--- src/rtl/rmts_pkg.sv ---
// Shared constants, types and slot helpers for the periodic tick scheduler.
package rmts_pkg;

  // Sizing
  localparam int MAX_TASKS     = 4;
  localparam int JOBS_PER_TASK = 2;
  localparam int WORD_COUNT    = 4;
  localparam int SLOT_COUNT    = MAX_TASKS * JOBS_PER_TASK;

  localparam int TASK_W = (MAX_TASKS > 1) ? $clog2(MAX_TASKS) : 1;
  localparam int POS_W  = (JOBS_PER_TASK > 1) ? $clog2(JOBS_PER_TASK) : 1;
  localparam int CNT_W  = $clog2(JOBS_PER_TASK + 1);
  localparam int SLOT_W = (SLOT_COUNT > 1) ? $clog2(SLOT_COUNT) : 1;

  // Field and port widths
  localparam int TIME_W     = 32;
  localparam int FIELD_W    = 16;
  localparam int WORD_W     = 48;
  localparam int TC_W       = 3;
  localparam int OUT_TASK_W = 2;
  localparam int PEND_W     = 4;
  localparam int BIT_W      = 5;
  localparam int IN_W       = 8;
  localparam int OUT_W      = 48;
  localparam int CFG_IDX_W  = 3;

  // Configuration register indices
  localparam logic [CFG_IDX_W-1:0] REG_TASK_COUNT = 3'd0;
  localparam logic [CFG_IDX_W-1:0] REG_TASK_FIRST = 3'd1;
  localparam logic [CFG_IDX_W-1:0] REG_TASK_LAST  = 3'd4;

  typedef enum logic [3:0] {
    ST_IDLE,
    ST_DIVSEL,
    ST_DIV,
    ST_REL,
    ST_RUN_RD,
    ST_RUN_WB,
    ST_CHK,
    ST_CHK_LAST,
    ST_DONE
  } sched_state_t;

  // One job slot as held in the job memory
  typedef struct packed {
    logic [TIME_W-1:0]  deadline;
    logic [FIELD_W-1:0] remaining;
  } job_entry_t;

  // Physical slot of position p in task t's ring
  function automatic logic [SLOT_W-1:0] slot_of(input logic [TASK_W-1:0] t,
                                                input logic [POS_W-1:0]  p);
    return SLOT_W'(int'(t) * JOBS_PER_TASK + int'(p));
  endfunction

  // Ring position head + n, wrapped
  function automatic logic [POS_W-1:0] pos_add(input logic [POS_W-1:0] head,
                                              input logic [CNT_W-1:0] n);
    int s;
    s = int'(head) + int'(n);
    if (s >= JOBS_PER_TASK) s = s - JOBS_PER_TASK;
    return POS_W'(s);
  endfunction

  // Slot position s holds a pending job of a ring with this head and count
  function automatic logic slot_live(input logic [POS_W-1:0] s,
                                     input logic [POS_W-1:0] head,
                                     input logic [CNT_W-1:0] cnt);
    int off;
    off = int'(s) - int'(head);
    if (off < 0) off = off + JOBS_PER_TASK;
    return off < int'(cnt);
  endfunction

endpackage

--- src/rtl/rate_monotonic_tick_scheduler.sv ---
// Tick scheduler: shortest-period-first execution over up to four periodic tasks.
//
// Usage: each item on the in_ stream is one scheduler tick; in_tdata bit 0 is the
// restart flag, which clears all jobs, the miss latch and the time before the tick
// is processed as tick zero. Every tick gives exactly one item on the out_ stream
// with the tick time, the job that ran, whether it finished, the latched miss and
// the number of pending jobs. Task parameters are written through the cfg_ port
// (index 0 task count, 1..4 task words) while no tick is in flight.
// Timing: a tick goes through the release pass, one unit of the chosen job, if any,
// and the deadline scan before its result is in the output register; the next tick
// is accepted in the cycle after. The release pass (one task a cycle) and the scan
// of the eight job slots on the memory's single read port set a tick's length.
// After a task word is written, the next tick first rebuilds that task's phase
// (time modulo period) with a bit-serial remainder unit, lowest task first.
// Reset clears time, jobs, miss latch, task words (task count 1); no clearing pass.
// A stalled receiver holds the result; one further tick is accepted and worked
// through, then the block waits until the output register is free.
module rate_monotonic_tick_scheduler (
  input  logic                            clk,
  input  logic                            rst_n,
  input  logic                            in_tvalid,
  output logic                            in_tready,
  input  logic [rmts_pkg::IN_W-1:0]       in_tdata,   // [0] restart, [7:1] zero
  output logic                            out_tvalid,
  input  logic                            out_tready,
  // [31:0] now_time, [32] ran_valid, [34:33] ran_task, [35] job_finished,
  // [36] miss, [38:37] miss_task, [42:39] pending_count, [47:43] zero
  output logic [rmts_pkg::OUT_W-1:0]      out_tdata,
  input  logic                            cfg_we,
  input  logic [rmts_pkg::CFG_IDX_W-1:0]  cfg_index,
  input  logic [rmts_pkg::WORD_W-1:0]     cfg_wdata
);

  localparam int NT = rmts_pkg::MAX_TASKS;
  localparam int JT = rmts_pkg::JOBS_PER_TASK;

  // Configuration
  logic [rmts_pkg::TC_W-1:0]   tc_r;
  logic [rmts_pkg::WORD_W-1:0] word_r [rmts_pkg::WORD_COUNT];

  // Control and per-task state
  rmts_pkg::sched_state_t      state_r, state_nxt;
  logic [rmts_pkg::TIME_W-1:0] time_now_r, time_now_nxt;
  logic [rmts_pkg::POS_W-1:0]  head_r [NT];
  logic [rmts_pkg::POS_W-1:0]  head_nxt [NT];
  logic [rmts_pkg::CNT_W-1:0]  cnt_r [NT];
  logic [rmts_pkg::CNT_W-1:0]  cnt_nxt [NT];
  logic [rmts_pkg::FIELD_W-1:0] phase_r [NT];
  logic [rmts_pkg::FIELD_W-1:0] phase_nxt [NT];
  logic [NT-1:0]               dirty_r, dirty_nxt;
  logic                        failed_r, failed_nxt;
  logic [rmts_pkg::OUT_TASK_W-1:0] ftask_r, ftask_nxt;
  logic [rmts_pkg::TASK_W-1:0] cur_t_r, cur_t_nxt;
  logic [rmts_pkg::POS_W-1:0]  chk_s_r, chk_s_nxt;
  logic                        chk_v_r, chk_v_nxt;
  logic [rmts_pkg::TASK_W-1:0] chk_t_r, chk_t_nxt;
  logic [rmts_pkg::FIELD_W-1:0] rem_r, rem_nxt;
  logic [rmts_pkg::BIT_W-1:0]  bit_r, bit_nxt;
  logic                        ran_r, ran_nxt;
  logic [rmts_pkg::TASK_W-1:0] ran_t_r, ran_t_nxt;
  logic                        fin_r, fin_nxt;
  logic                        out_tvalid_r, out_tvalid_nxt;
  logic [rmts_pkg::OUT_W-1:0]  out_tdata_r, out_tdata_nxt;

  // Job memory
  rmts_pkg::job_entry_t        job_mem [rmts_pkg::SLOT_COUNT];
  rmts_pkg::job_entry_t        rd_data_r;
  logic                        mem_we, mem_re;
  logic [rmts_pkg::SLOT_W-1:0] mem_waddr, mem_raddr;
  rmts_pkg::job_entry_t        mem_wdata;

  logic                        out_load;

  assign in_tready  = (state_r == rmts_pkg::ST_IDLE);
  assign out_tvalid = out_tvalid_r;
  assign out_tdata  = out_tdata_r;

  // Configuration registers
  always_ff @(posedge clk) begin
    if (!rst_n) begin
      tc_r <= rmts_pkg::TC_W'(1);
      for (int i = 0; i < rmts_pkg::WORD_COUNT; i++) word_r[i] <= '0;
    end else if (cfg_we) begin
      if (cfg_index == rmts_pkg::REG_TASK_COUNT) begin
        tc_r <= cfg_wdata[rmts_pkg::TC_W-1:0];
      end else if (cfg_index >= rmts_pkg::REG_TASK_FIRST &&
                   cfg_index <= rmts_pkg::REG_TASK_LAST) begin
        word_r[2'(cfg_index - rmts_pkg::REG_TASK_FIRST)] <= cfg_wdata;
      end
    end
  end

  // Job memory: one write port, one registered read port
  always_ff @(posedge clk) begin
    if (mem_we) job_mem[mem_waddr] <= mem_wdata;
    if (mem_re) rd_data_r <= job_mem[mem_raddr];
  end

  // State registers
  always_ff @(posedge clk) begin
    if (!rst_n) begin
      state_r      <= rmts_pkg::ST_IDLE;
      time_now_r   <= '0;
      dirty_r      <= '0;
      failed_r     <= 1'b0;
      ftask_r      <= '0;
      out_tvalid_r <= 1'b0;
      for (int t = 0; t < NT; t++) begin
        head_r[t]  <= '0;
        cnt_r[t]   <= '0;
        phase_r[t] <= '0;
      end
    end else begin
      state_r      <= state_nxt;
      time_now_r   <= time_now_nxt;
      dirty_r      <= dirty_nxt;
      failed_r     <= failed_nxt;
      ftask_r      <= ftask_nxt;
      out_tvalid_r <= out_tvalid_nxt;
      head_r       <= head_nxt;
      cnt_r        <= cnt_nxt;
      phase_r      <= phase_nxt;
    end
  end

  // Working registers
  always_ff @(posedge clk) begin
    cur_t_r     <= cur_t_nxt;
    chk_s_r     <= chk_s_nxt;
    chk_v_r     <= chk_v_nxt;
    chk_t_r     <= chk_t_nxt;
    rem_r       <= rem_nxt;
    bit_r       <= bit_nxt;
    ran_r       <= ran_nxt;
    ran_t_r     <= ran_t_nxt;
    fin_r       <= fin_nxt;
    out_tdata_r <= out_tdata_nxt;
  end

  // Sequencer: next state, datapath and memory control
  always_comb begin
    logic [rmts_pkg::WORD_W-1:0]  cur_word;
    logic [rmts_pkg::FIELD_W-1:0] cur_per, cur_exe, cur_rdl, new_rem;
    logic [rmts_pkg::POS_W-1:0]   cur_head;
    logic [rmts_pkg::CNT_W-1:0]   cur_cnt;
    logic [rmts_pkg::TC_W-1:0]    n_use;
    logic [rmts_pkg::FIELD_W:0]   div_sh, ph1;
    logic                         found, any_dirty;
    logic [rmts_pkg::TASK_W-1:0]  best, low_dirty;
    logic [rmts_pkg::FIELD_W-1:0] best_per;
    logic [rmts_pkg::PEND_W-1:0]  pend;
    logic                         last_chk;

    state_nxt      = state_r;
    time_now_nxt   = time_now_r;
    head_nxt       = head_r;
    cnt_nxt        = cnt_r;
    phase_nxt      = phase_r;
    dirty_nxt      = dirty_r;
    failed_nxt     = failed_r;
    ftask_nxt      = ftask_r;
    cur_t_nxt      = cur_t_r;
    chk_s_nxt      = chk_s_r;
    chk_v_nxt      = chk_v_r;
    chk_t_nxt      = chk_t_r;
    rem_nxt        = rem_r;
    bit_nxt        = bit_r;
    ran_nxt        = ran_r;
    ran_t_nxt      = ran_t_r;
    fin_nxt        = fin_r;
    out_tdata_nxt  = out_tdata_r;
    out_tvalid_nxt = out_tvalid_r;
    mem_we         = 1'b0;
    mem_re         = 1'b0;
    mem_waddr      = '0;
    mem_raddr      = '0;
    mem_wdata      = rd_data_r;
    out_load       = 1'b0;
    ph1            = '0;

    // Task under the shared index
    cur_word = word_r[cur_t_r];
    cur_per  = cur_word[15:0];
    cur_exe  = cur_word[31:16];
    cur_rdl  = cur_word[47:32];
    cur_head = head_r[cur_t_r];
    cur_cnt  = cnt_r[cur_t_r];
    n_use    = (tc_r > rmts_pkg::TC_W'(NT)) ? rmts_pkg::TC_W'(NT) : tc_r;

    // Oldest job of the shortest-period task, lower index on ties
    found    = 1'b0;
    best     = '0;
    best_per = '0;
    for (int t = 0; t < NT; t++) begin
      if (cnt_r[t] != '0 && (!found || word_r[t][15:0] < best_per)) begin
        found    = 1'b1;
        best     = rmts_pkg::TASK_W'(t);
        best_per = word_r[t][15:0];
      end
    end

    // Lowest task whose phase must be rebuilt
    any_dirty = 1'b0;
    low_dirty = '0;
    for (int t = NT - 1; t >= 0; t--) begin
      if (dirty_r[t]) begin
        any_dirty = 1'b1;
        low_dirty = rmts_pkg::TASK_W'(t);
      end
    end

    pend = '0;
    for (int t = 0; t < NT; t++) pend = pend + rmts_pkg::PEND_W'(cnt_r[t]);

    // One remainder step: shift in the next time bit, subtract if it fits
    div_sh   = {rem_r, time_now_r[bit_r]};
    new_rem  = (rd_data_r.remaining != '0) ? rd_data_r.remaining - 16'd1 : '0;
    last_chk = (cur_t_r == rmts_pkg::TASK_W'(NT - 1)) &&
               (chk_s_r == rmts_pkg::POS_W'(JT - 1));

    case (state_r)
      rmts_pkg::ST_IDLE: begin
        if (in_tvalid) begin
          if (in_tdata[0]) begin
            time_now_nxt = '0;
            failed_nxt   = 1'b0;
            ftask_nxt    = '0;
            dirty_nxt    = '0;
            for (int t = 0; t < NT; t++) begin
              head_nxt[t]  = '0;
              cnt_nxt[t]   = '0;
              phase_nxt[t] = '0;
            end
          end
          state_nxt = rmts_pkg::ST_DIVSEL;
        end
      end

      rmts_pkg::ST_DIVSEL: begin
        rem_nxt = '0;
        bit_nxt = rmts_pkg::BIT_W'(rmts_pkg::TIME_W - 1);
        if (any_dirty) begin
          cur_t_nxt = low_dirty;
          state_nxt = rmts_pkg::ST_DIV;
        end else begin
          cur_t_nxt = '0;
          state_nxt = rmts_pkg::ST_REL;
        end
      end

      rmts_pkg::ST_DIV: begin
        if (div_sh >= {1'b0, cur_per}) begin
          rem_nxt = rmts_pkg::FIELD_W'(div_sh - {1'b0, cur_per});
        end else begin
          rem_nxt = div_sh[rmts_pkg::FIELD_W-1:0];
        end
        bit_nxt = bit_r - 5'd1;
        if (bit_r == '0) begin
          phase_nxt[cur_t_r] = (cur_per == '0) ? '0 : rem_nxt;
          dirty_nxt[cur_t_r] = 1'b0;
          state_nxt          = rmts_pkg::ST_DIVSEL;
        end
      end

      // Release, one task a cycle; a full ring raises the miss
      rmts_pkg::ST_REL: begin
        if (rmts_pkg::TC_W'(cur_t_r) < n_use && cur_per != '0 && cur_exe != '0 &&
            phase_r[cur_t_r] == '0) begin
          if (cur_cnt < rmts_pkg::CNT_W'(JT)) begin
            mem_we             = 1'b1;
            mem_waddr          = rmts_pkg::slot_of(cur_t_r,
                                                   rmts_pkg::pos_add(cur_head, cur_cnt));
            mem_wdata.remaining = cur_exe;
            mem_wdata.deadline  = time_now_r + {16'd0, cur_rdl};
            cnt_nxt[cur_t_r]   = cur_cnt + rmts_pkg::CNT_W'(1);
          end else if (!failed_r) begin
            failed_nxt = 1'b1;
            ftask_nxt  = rmts_pkg::OUT_TASK_W'(cur_t_r);
          end
        end
        if (cur_t_r == rmts_pkg::TASK_W'(NT - 1)) begin
          state_nxt = rmts_pkg::ST_RUN_RD;
        end else begin
          cur_t_nxt = cur_t_r + rmts_pkg::TASK_W'(1);
        end
      end

      rmts_pkg::ST_RUN_RD: begin
        ran_nxt   = found;
        ran_t_nxt = best;
        fin_nxt   = 1'b0;
        if (found) begin
          mem_re    = 1'b1;
          mem_raddr = rmts_pkg::slot_of(best, head_r[best]);
          cur_t_nxt = best;
          state_nxt = rmts_pkg::ST_RUN_WB;
        end else begin
          cur_t_nxt = '0;
          chk_s_nxt = '0;
          chk_v_nxt = 1'b0;
          state_nxt = rmts_pkg::ST_CHK;
        end
      end

      // Run one unit; a finished job leaves the head of its ring
      rmts_pkg::ST_RUN_WB: begin
        if (new_rem == '0) begin
          fin_nxt            = 1'b1;
          head_nxt[cur_t_r]  = rmts_pkg::pos_add(cur_head, rmts_pkg::CNT_W'(1));
          cnt_nxt[cur_t_r]   = cur_cnt - rmts_pkg::CNT_W'(1);
        end else begin
          mem_we              = 1'b1;
          mem_waddr           = rmts_pkg::slot_of(cur_t_r, cur_head);
          mem_wdata.remaining = new_rem;
          mem_wdata.deadline  = rd_data_r.deadline;
        end
        cur_t_nxt = '0;
        chk_s_nxt = '0;
        chk_v_nxt = 1'b0;
        state_nxt = rmts_pkg::ST_CHK;
      end

      // Deadline scan in slot order, each slot compared in the cycle after its read
      rmts_pkg::ST_CHK: begin
        if (chk_v_r && rd_data_r.deadline < time_now_r && !failed_r) begin
          failed_nxt = 1'b1;
          ftask_nxt  = rmts_pkg::OUT_TASK_W'(chk_t_r);
        end
        mem_re    = 1'b1;
        mem_raddr = rmts_pkg::slot_of(cur_t_r, chk_s_r);
        chk_v_nxt = rmts_pkg::slot_live(chk_s_r, cur_head, cur_cnt);
        chk_t_nxt = cur_t_r;
        if (last_chk) begin
          state_nxt = rmts_pkg::ST_CHK_LAST;
        end else if (chk_s_r == rmts_pkg::POS_W'(JT - 1)) begin
          chk_s_nxt = '0;
          cur_t_nxt = cur_t_r + rmts_pkg::TASK_W'(1);
        end else begin
          chk_s_nxt = chk_s_r + rmts_pkg::POS_W'(1);
        end
      end

      rmts_pkg::ST_CHK_LAST: begin
        if (chk_v_r && rd_data_r.deadline < time_now_r && !failed_r) begin
          failed_nxt = 1'b1;
          ftask_nxt  = rmts_pkg::OUT_TASK_W'(chk_t_r);
        end
        state_nxt = rmts_pkg::ST_DONE;
      end

      // Hand the result over and step time and phases
      rmts_pkg::ST_DONE: begin
        out_load = !out_tvalid_r || out_tready;
        if (out_load) begin
          out_tdata_nxt = {5'd0, pend, ftask_r, failed_r, fin_r,
                           rmts_pkg::OUT_TASK_W'(ran_t_r), ran_r, time_now_r};
          time_now_nxt  = time_now_r + 32'd1;
          for (int t = 0; t < NT; t++) begin
            ph1 = {1'b0, phase_r[t]} + 17'd1;
            if (time_now_r == '1 || ph1 == {1'b0, word_r[t][15:0]}) begin
              phase_nxt[t] = '0;
            end else begin
              phase_nxt[t] = ph1[rmts_pkg::FIELD_W-1:0];
            end
          end
          state_nxt = rmts_pkg::ST_IDLE;
        end
      end

      default: begin
        state_nxt = rmts_pkg::ST_IDLE;
      end
    endcase

    // Output handshake
    if (out_load) begin
      out_tvalid_nxt = 1'b1;
    end else if (out_tready) begin
      out_tvalid_nxt = 1'b0;
    end

    // A new task word invalidates that task's phase
    if (cfg_we && cfg_index >= rmts_pkg::REG_TASK_FIRST &&
        cfg_index <= rmts_pkg::REG_TASK_LAST) begin
      for (int t = 0; t < NT; t++) begin
        if (cfg_index == rmts_pkg::REG_TASK_FIRST + rmts_pkg::CFG_IDX_W'(t)) begin
          dirty_nxt[t] = 1'b1;
        end
      end
    end
  end

  // Checks
  a_div_only_dirty: assert property (@(posedge clk) disable iff (!rst_n)
    state_r == rmts_pkg::ST_DIV |-> dirty_r[cur_t_r])
    else $error("remainder unit busy on a task with a valid phase");

  a_run_has_job: assert property (@(posedge clk) disable iff (!rst_n)
    state_r == rmts_pkg::ST_RUN_WB |-> cnt_r[cur_t_r] != '0)
    else $error("job run on an empty ring");

  a_miss_latched: assert property (@(posedge clk) disable iff (!rst_n)
    failed_r && !(in_tvalid && in_tready && in_tdata[0]) |=> failed_r)
    else $error("miss latch cleared without restart");

  a_time_steps: assert property (@(posedge clk) disable iff (!rst_n)
    state_r == rmts_pkg::ST_DONE && out_load |=>
      time_now_r == $past(time_now_r) + 32'd1)
    else $error("time did not advance by one per tick");

endmodule
--- config.mk ---
export PLATFORM = sky130hd
export DESIGN_NAME = rate_monotonic_tick_scheduler
export DESIGN_NICKNAME = d
export VERILOG_FILES = /design/src/rtl/rmts_pkg.sv /design/src/rtl/rate_monotonic_tick_scheduler.sv
export SDC_FILE = /design/constraint.sdc
export NUM_CORES = 2
export LEC_CHECK = 0
export BUFFER_PORTS_ARGS = -buffer_cell sky130_fd_sc_hd__buf_2
export CORE_MARGIN = 3
export CORE_UTILIZATION = 62
export DETAILED_ROUTE_END_ITERATION = 8
export GPL_ROUTABILITY_DRIVEN = 0
export PLACE_DENSITY = 0.82
export SYNTH_ARGS = -nofsm -noshare
export SYNTH_HDL_FRONTEND = slang
export SYNTH_SLANG_ARGS = --single-unit
--- constraint.sdc ---
create_clock -name clk -period 8.8 [get_ports clk]
set_input_delay 0.44 -clock clk [delete_from_list [all_inputs] [get_ports clk]]
set_output_delay 0.44 -clock clk [all_outputs]
set_load 0.05 [all_outputs]
==> metrics <==
setup TNS=0 ps; Antenna Nets Post-Route=0; FFs w/ async S/R, synth=0%; xor-xnor portion of the synthesized cell area=3.33%; HP Class=in2reg; worst rel slew slack=between 20% and 30%; Core Region=between 60000 and 70000 µm²; Worst VDD drop=~0.00019 V; Die Footprint=72000 µm²; Psw=a little under 4 mW; post-layout power=approximately 11 mW; sequential area share after synthesis=between 50% and 60%; CTS Buffer Depth=3; power share of the clock group=approximately a third; Antenna diodes=0; global route overflow=0; vias in the first global route=28900; crit-path max cell delay=410 ps; wire per inst=around 25 µm; Synth Area in Compound Gates=9.92%; Layout area overhead=9.96%; run status=finished clean; die span in y=268 µm; mapped cell area=between 40000 and 50000 µm²; Pleak=18.2 nW; Die X=between 200 and 300 µm; Req. time, crit path=9200 ps; Arrival @ worst endpoint=8610 ps; GRT Resource Usage Total=31.4%; initial antenna violation count=6; synth unique cells=101; worst-margin pin slew=1170 ps; io pins=roughly 110; latest clock arrival within the worst-skew pair=roughly 650 ps; area leader, netlist=edfxtp_1; DP Wirelength=74800 µm; register bit total from synthesis=just over 800; drt initial violations=3961; Mean Syn Cell Area=between 10 and 15 µm²; I/O Buffers=around 100; Vias/cell=6.62; main combinational cell family by area after synthesis=simple AND/OR/NAND/NOR gates; Hold Vio Cnt, Final=0; Final period util=around 93%; top post-synthesis cells by area=edfxtp_1 49%, mux2i_1 7.2%, dfxtp_1 5.9%; Clk pin slew, worst setup/hold paths=60 ps; Most Frequent Cell on Critical Path=buf_4; post-layout min period=approximately 8000 ps; Post-Route Utilization=between 60% and 70%; EDFF count, synth=698; Placement Setup Slack=around 570 ps; Primary FF master, synth=edfxtp_1; setup repair after global routing missed its margin=no; cell count after synthesis=approximately 3500; post-route DRC violation count=0; via count=30000; Logic pwr share=26.9%; setup ws final=between 500 and 600 ps; CTS H-tree depth=3; total routed wirelength=between 100000 and 150000 µm; post-synthesis mux area share=11.9%; Clock Tree Root=clkbuf_16; Net Sw Frac=between 30% and 40%; Final setup viols=0; Max-Cap Viols=0; Sink Count=~800; Flop pwr share=a little over two fifths; Synth Area in Simple Gates=roughly 13%; Layout Nets=3786; Rows=95; first-pass GRT wire length=about 170000 µm; Worst path slowest cell=o22ai_2; Max Fclk=roughly 120 MHz; Int Power=roughly 7.6 mW; Starting Density=around 63%; CTS buffer count=84; Worst setup EP type=flop; CP Launch Type=flop; clock skew=around 26 ps; Synth Area in Adders=under 10%; Pre-antenna DRT Iters=8; CTS tree=done; Worst Path Max Fanout=24; Power Density=approximately 250 nW/µm²; Syn. warnings=0; CP Class=reg2reg; largest net degree at the start of global routing=49; layout cell share with drive strength beyond 1=about an eighth; hold_ws=roughly 100 ps; final slew viol count=0; Yosys top cell area share=between 40 and 50%
area by class of cell:
class,count,area [µm²]
fill,4564,20700
timing repair buffer,162,1080
inverter,111,417
clock buffer,105,2250
sequential,823,23500
multi-input combinational,2408,18000
tap,873,1090
clock inverter,51,546
final timing paths:
| path | startpoint | endpoint | slack (ps) | cells after the start |
|---|---|---|---|---|
| worst max-delay path | cnt_r[7] | rd_data_r[16] | 590 | 35 |
| worst min-delay path | cfg_wdata[3] | word_r[2][3] | 100 | 2 |
| worst min register to register | ran_r | out_tdata[32] | 420 | 0 |
| worst max register to register | cnt_r[7] | rd_data_r[16] | 590 | 35 |
synth_stat cells, drive strengths merged, types with 10 or more instances:
master   instances
edfxtp         698
o2111ai         11
o21ai          182
and3            21
o211ai          15
and4            13
a211oi          17
inv            110
a31oi           28
or2             22
xor2            46
o221a           10
o21a            30
dfxtp          125
nor3            68
nand2          229
a21o            35
mux2            59
nand4           38
a21oi          155
nor2           204
buf             77
clkbuf         124
xnor2          116
o31ai           19
ha             126
mux4            61
o31a            11
nor4            50
o22ai           13
mux2i          305
nand2b          26
nor2b           22
nand3           59
nor3b           13
or3             37
and2           213
worst max-delay path: cells and delay by family (launching register included):
family,cells,cell delay (ps)
multiplexers,2,780
adder cells (fa/ha/maj),3,910
AND/OR/NAND/NOR,7,1030
buffers and inverters,6,1400
AO/OA/AOI/OAI,17,3480
flip-flops,1,330
power by group through the flow:
stage | combinational [mW] | clock (mW) | sequential (mW)
5_1_grt | 3.25 | 3.81 | 4.82
3_3_place_gp | 2.88 | 0 | 4.85
2_1_floorplan | 2.05 | 0 | 4.67
6_report | 3.09 | 3.60 | 4.80
3_5_place_dp | 2.93 | 0 | 4.87
4_1_cts | 2.95 | 3.64 | 4.79
per-layer routing:
layer / global-route usage [%] / share of wire [%] / vias to the layer above
li1: - / - / 13400
met1: 44.0 / 39 / 14500
met2: 47.0 / 44 / 1804
met3: 9.51 / 13 / 314
met4: 10.9 / 3.6 / 6
met5: 0 / 0.030 / -
through the flow:
stage               std cells  instance area, µm²
floorplan                3542               42700
global placement         4373               44000
detailed placement       4373               44000
CTS                      4529               46800
global route             4533               46900
finish                   4533               46900
cell usage in the layout (no fill, tap or decap), drive strengths merged, types with 116 or more instances in the layout:
cell type / netlist / final
mux2i: 305 / 305
buf: 77 / 161
a21oi: 155 / 155
o21ai: 182 / 182
ha: 126 / 126
edfxtp: 698 / 698
nand2: 229 / 229
xnor2: 116 / 116
and2: 213 / 213
dfxtp: 125 / 125
nor2: 204 / 204
state kept, by name, indices dropped and copies added (netlist names), 3 cells and up, named ones only:
name,flops
rem_r,16
dirty_r,4
word_r,192
time_now_r,32
job_mem,384
rd_data_r,48
phase_r,64
cnt_r,8
bit_r,5
tc_r,3
head_r,4
out_tdata,43
state_r,4
what timing repair did:
| action | CTS | global route |
|---|---|---|
| setup endpoints to repair | 0 | 48 |
| hold endpoints to repair | 0 | 0 |
| gates resized for setup | 0 | 5 |
| hold buffers | 0 | 0 |
| setup buffers | 0 | 2 |
cells by family after synthesis:
logic type               Yosys count
AO/OA/AOI/OAI                    645
flip-flops                       823
XOR/XNOR                         162
buffers and inverters            312
other                              1
adder cells (fa/ha/maj)          132
AND/OR/NAND/NOR                 1038
multiplexers                     425
Note: power is estimated with default switching activity, not from simulation.
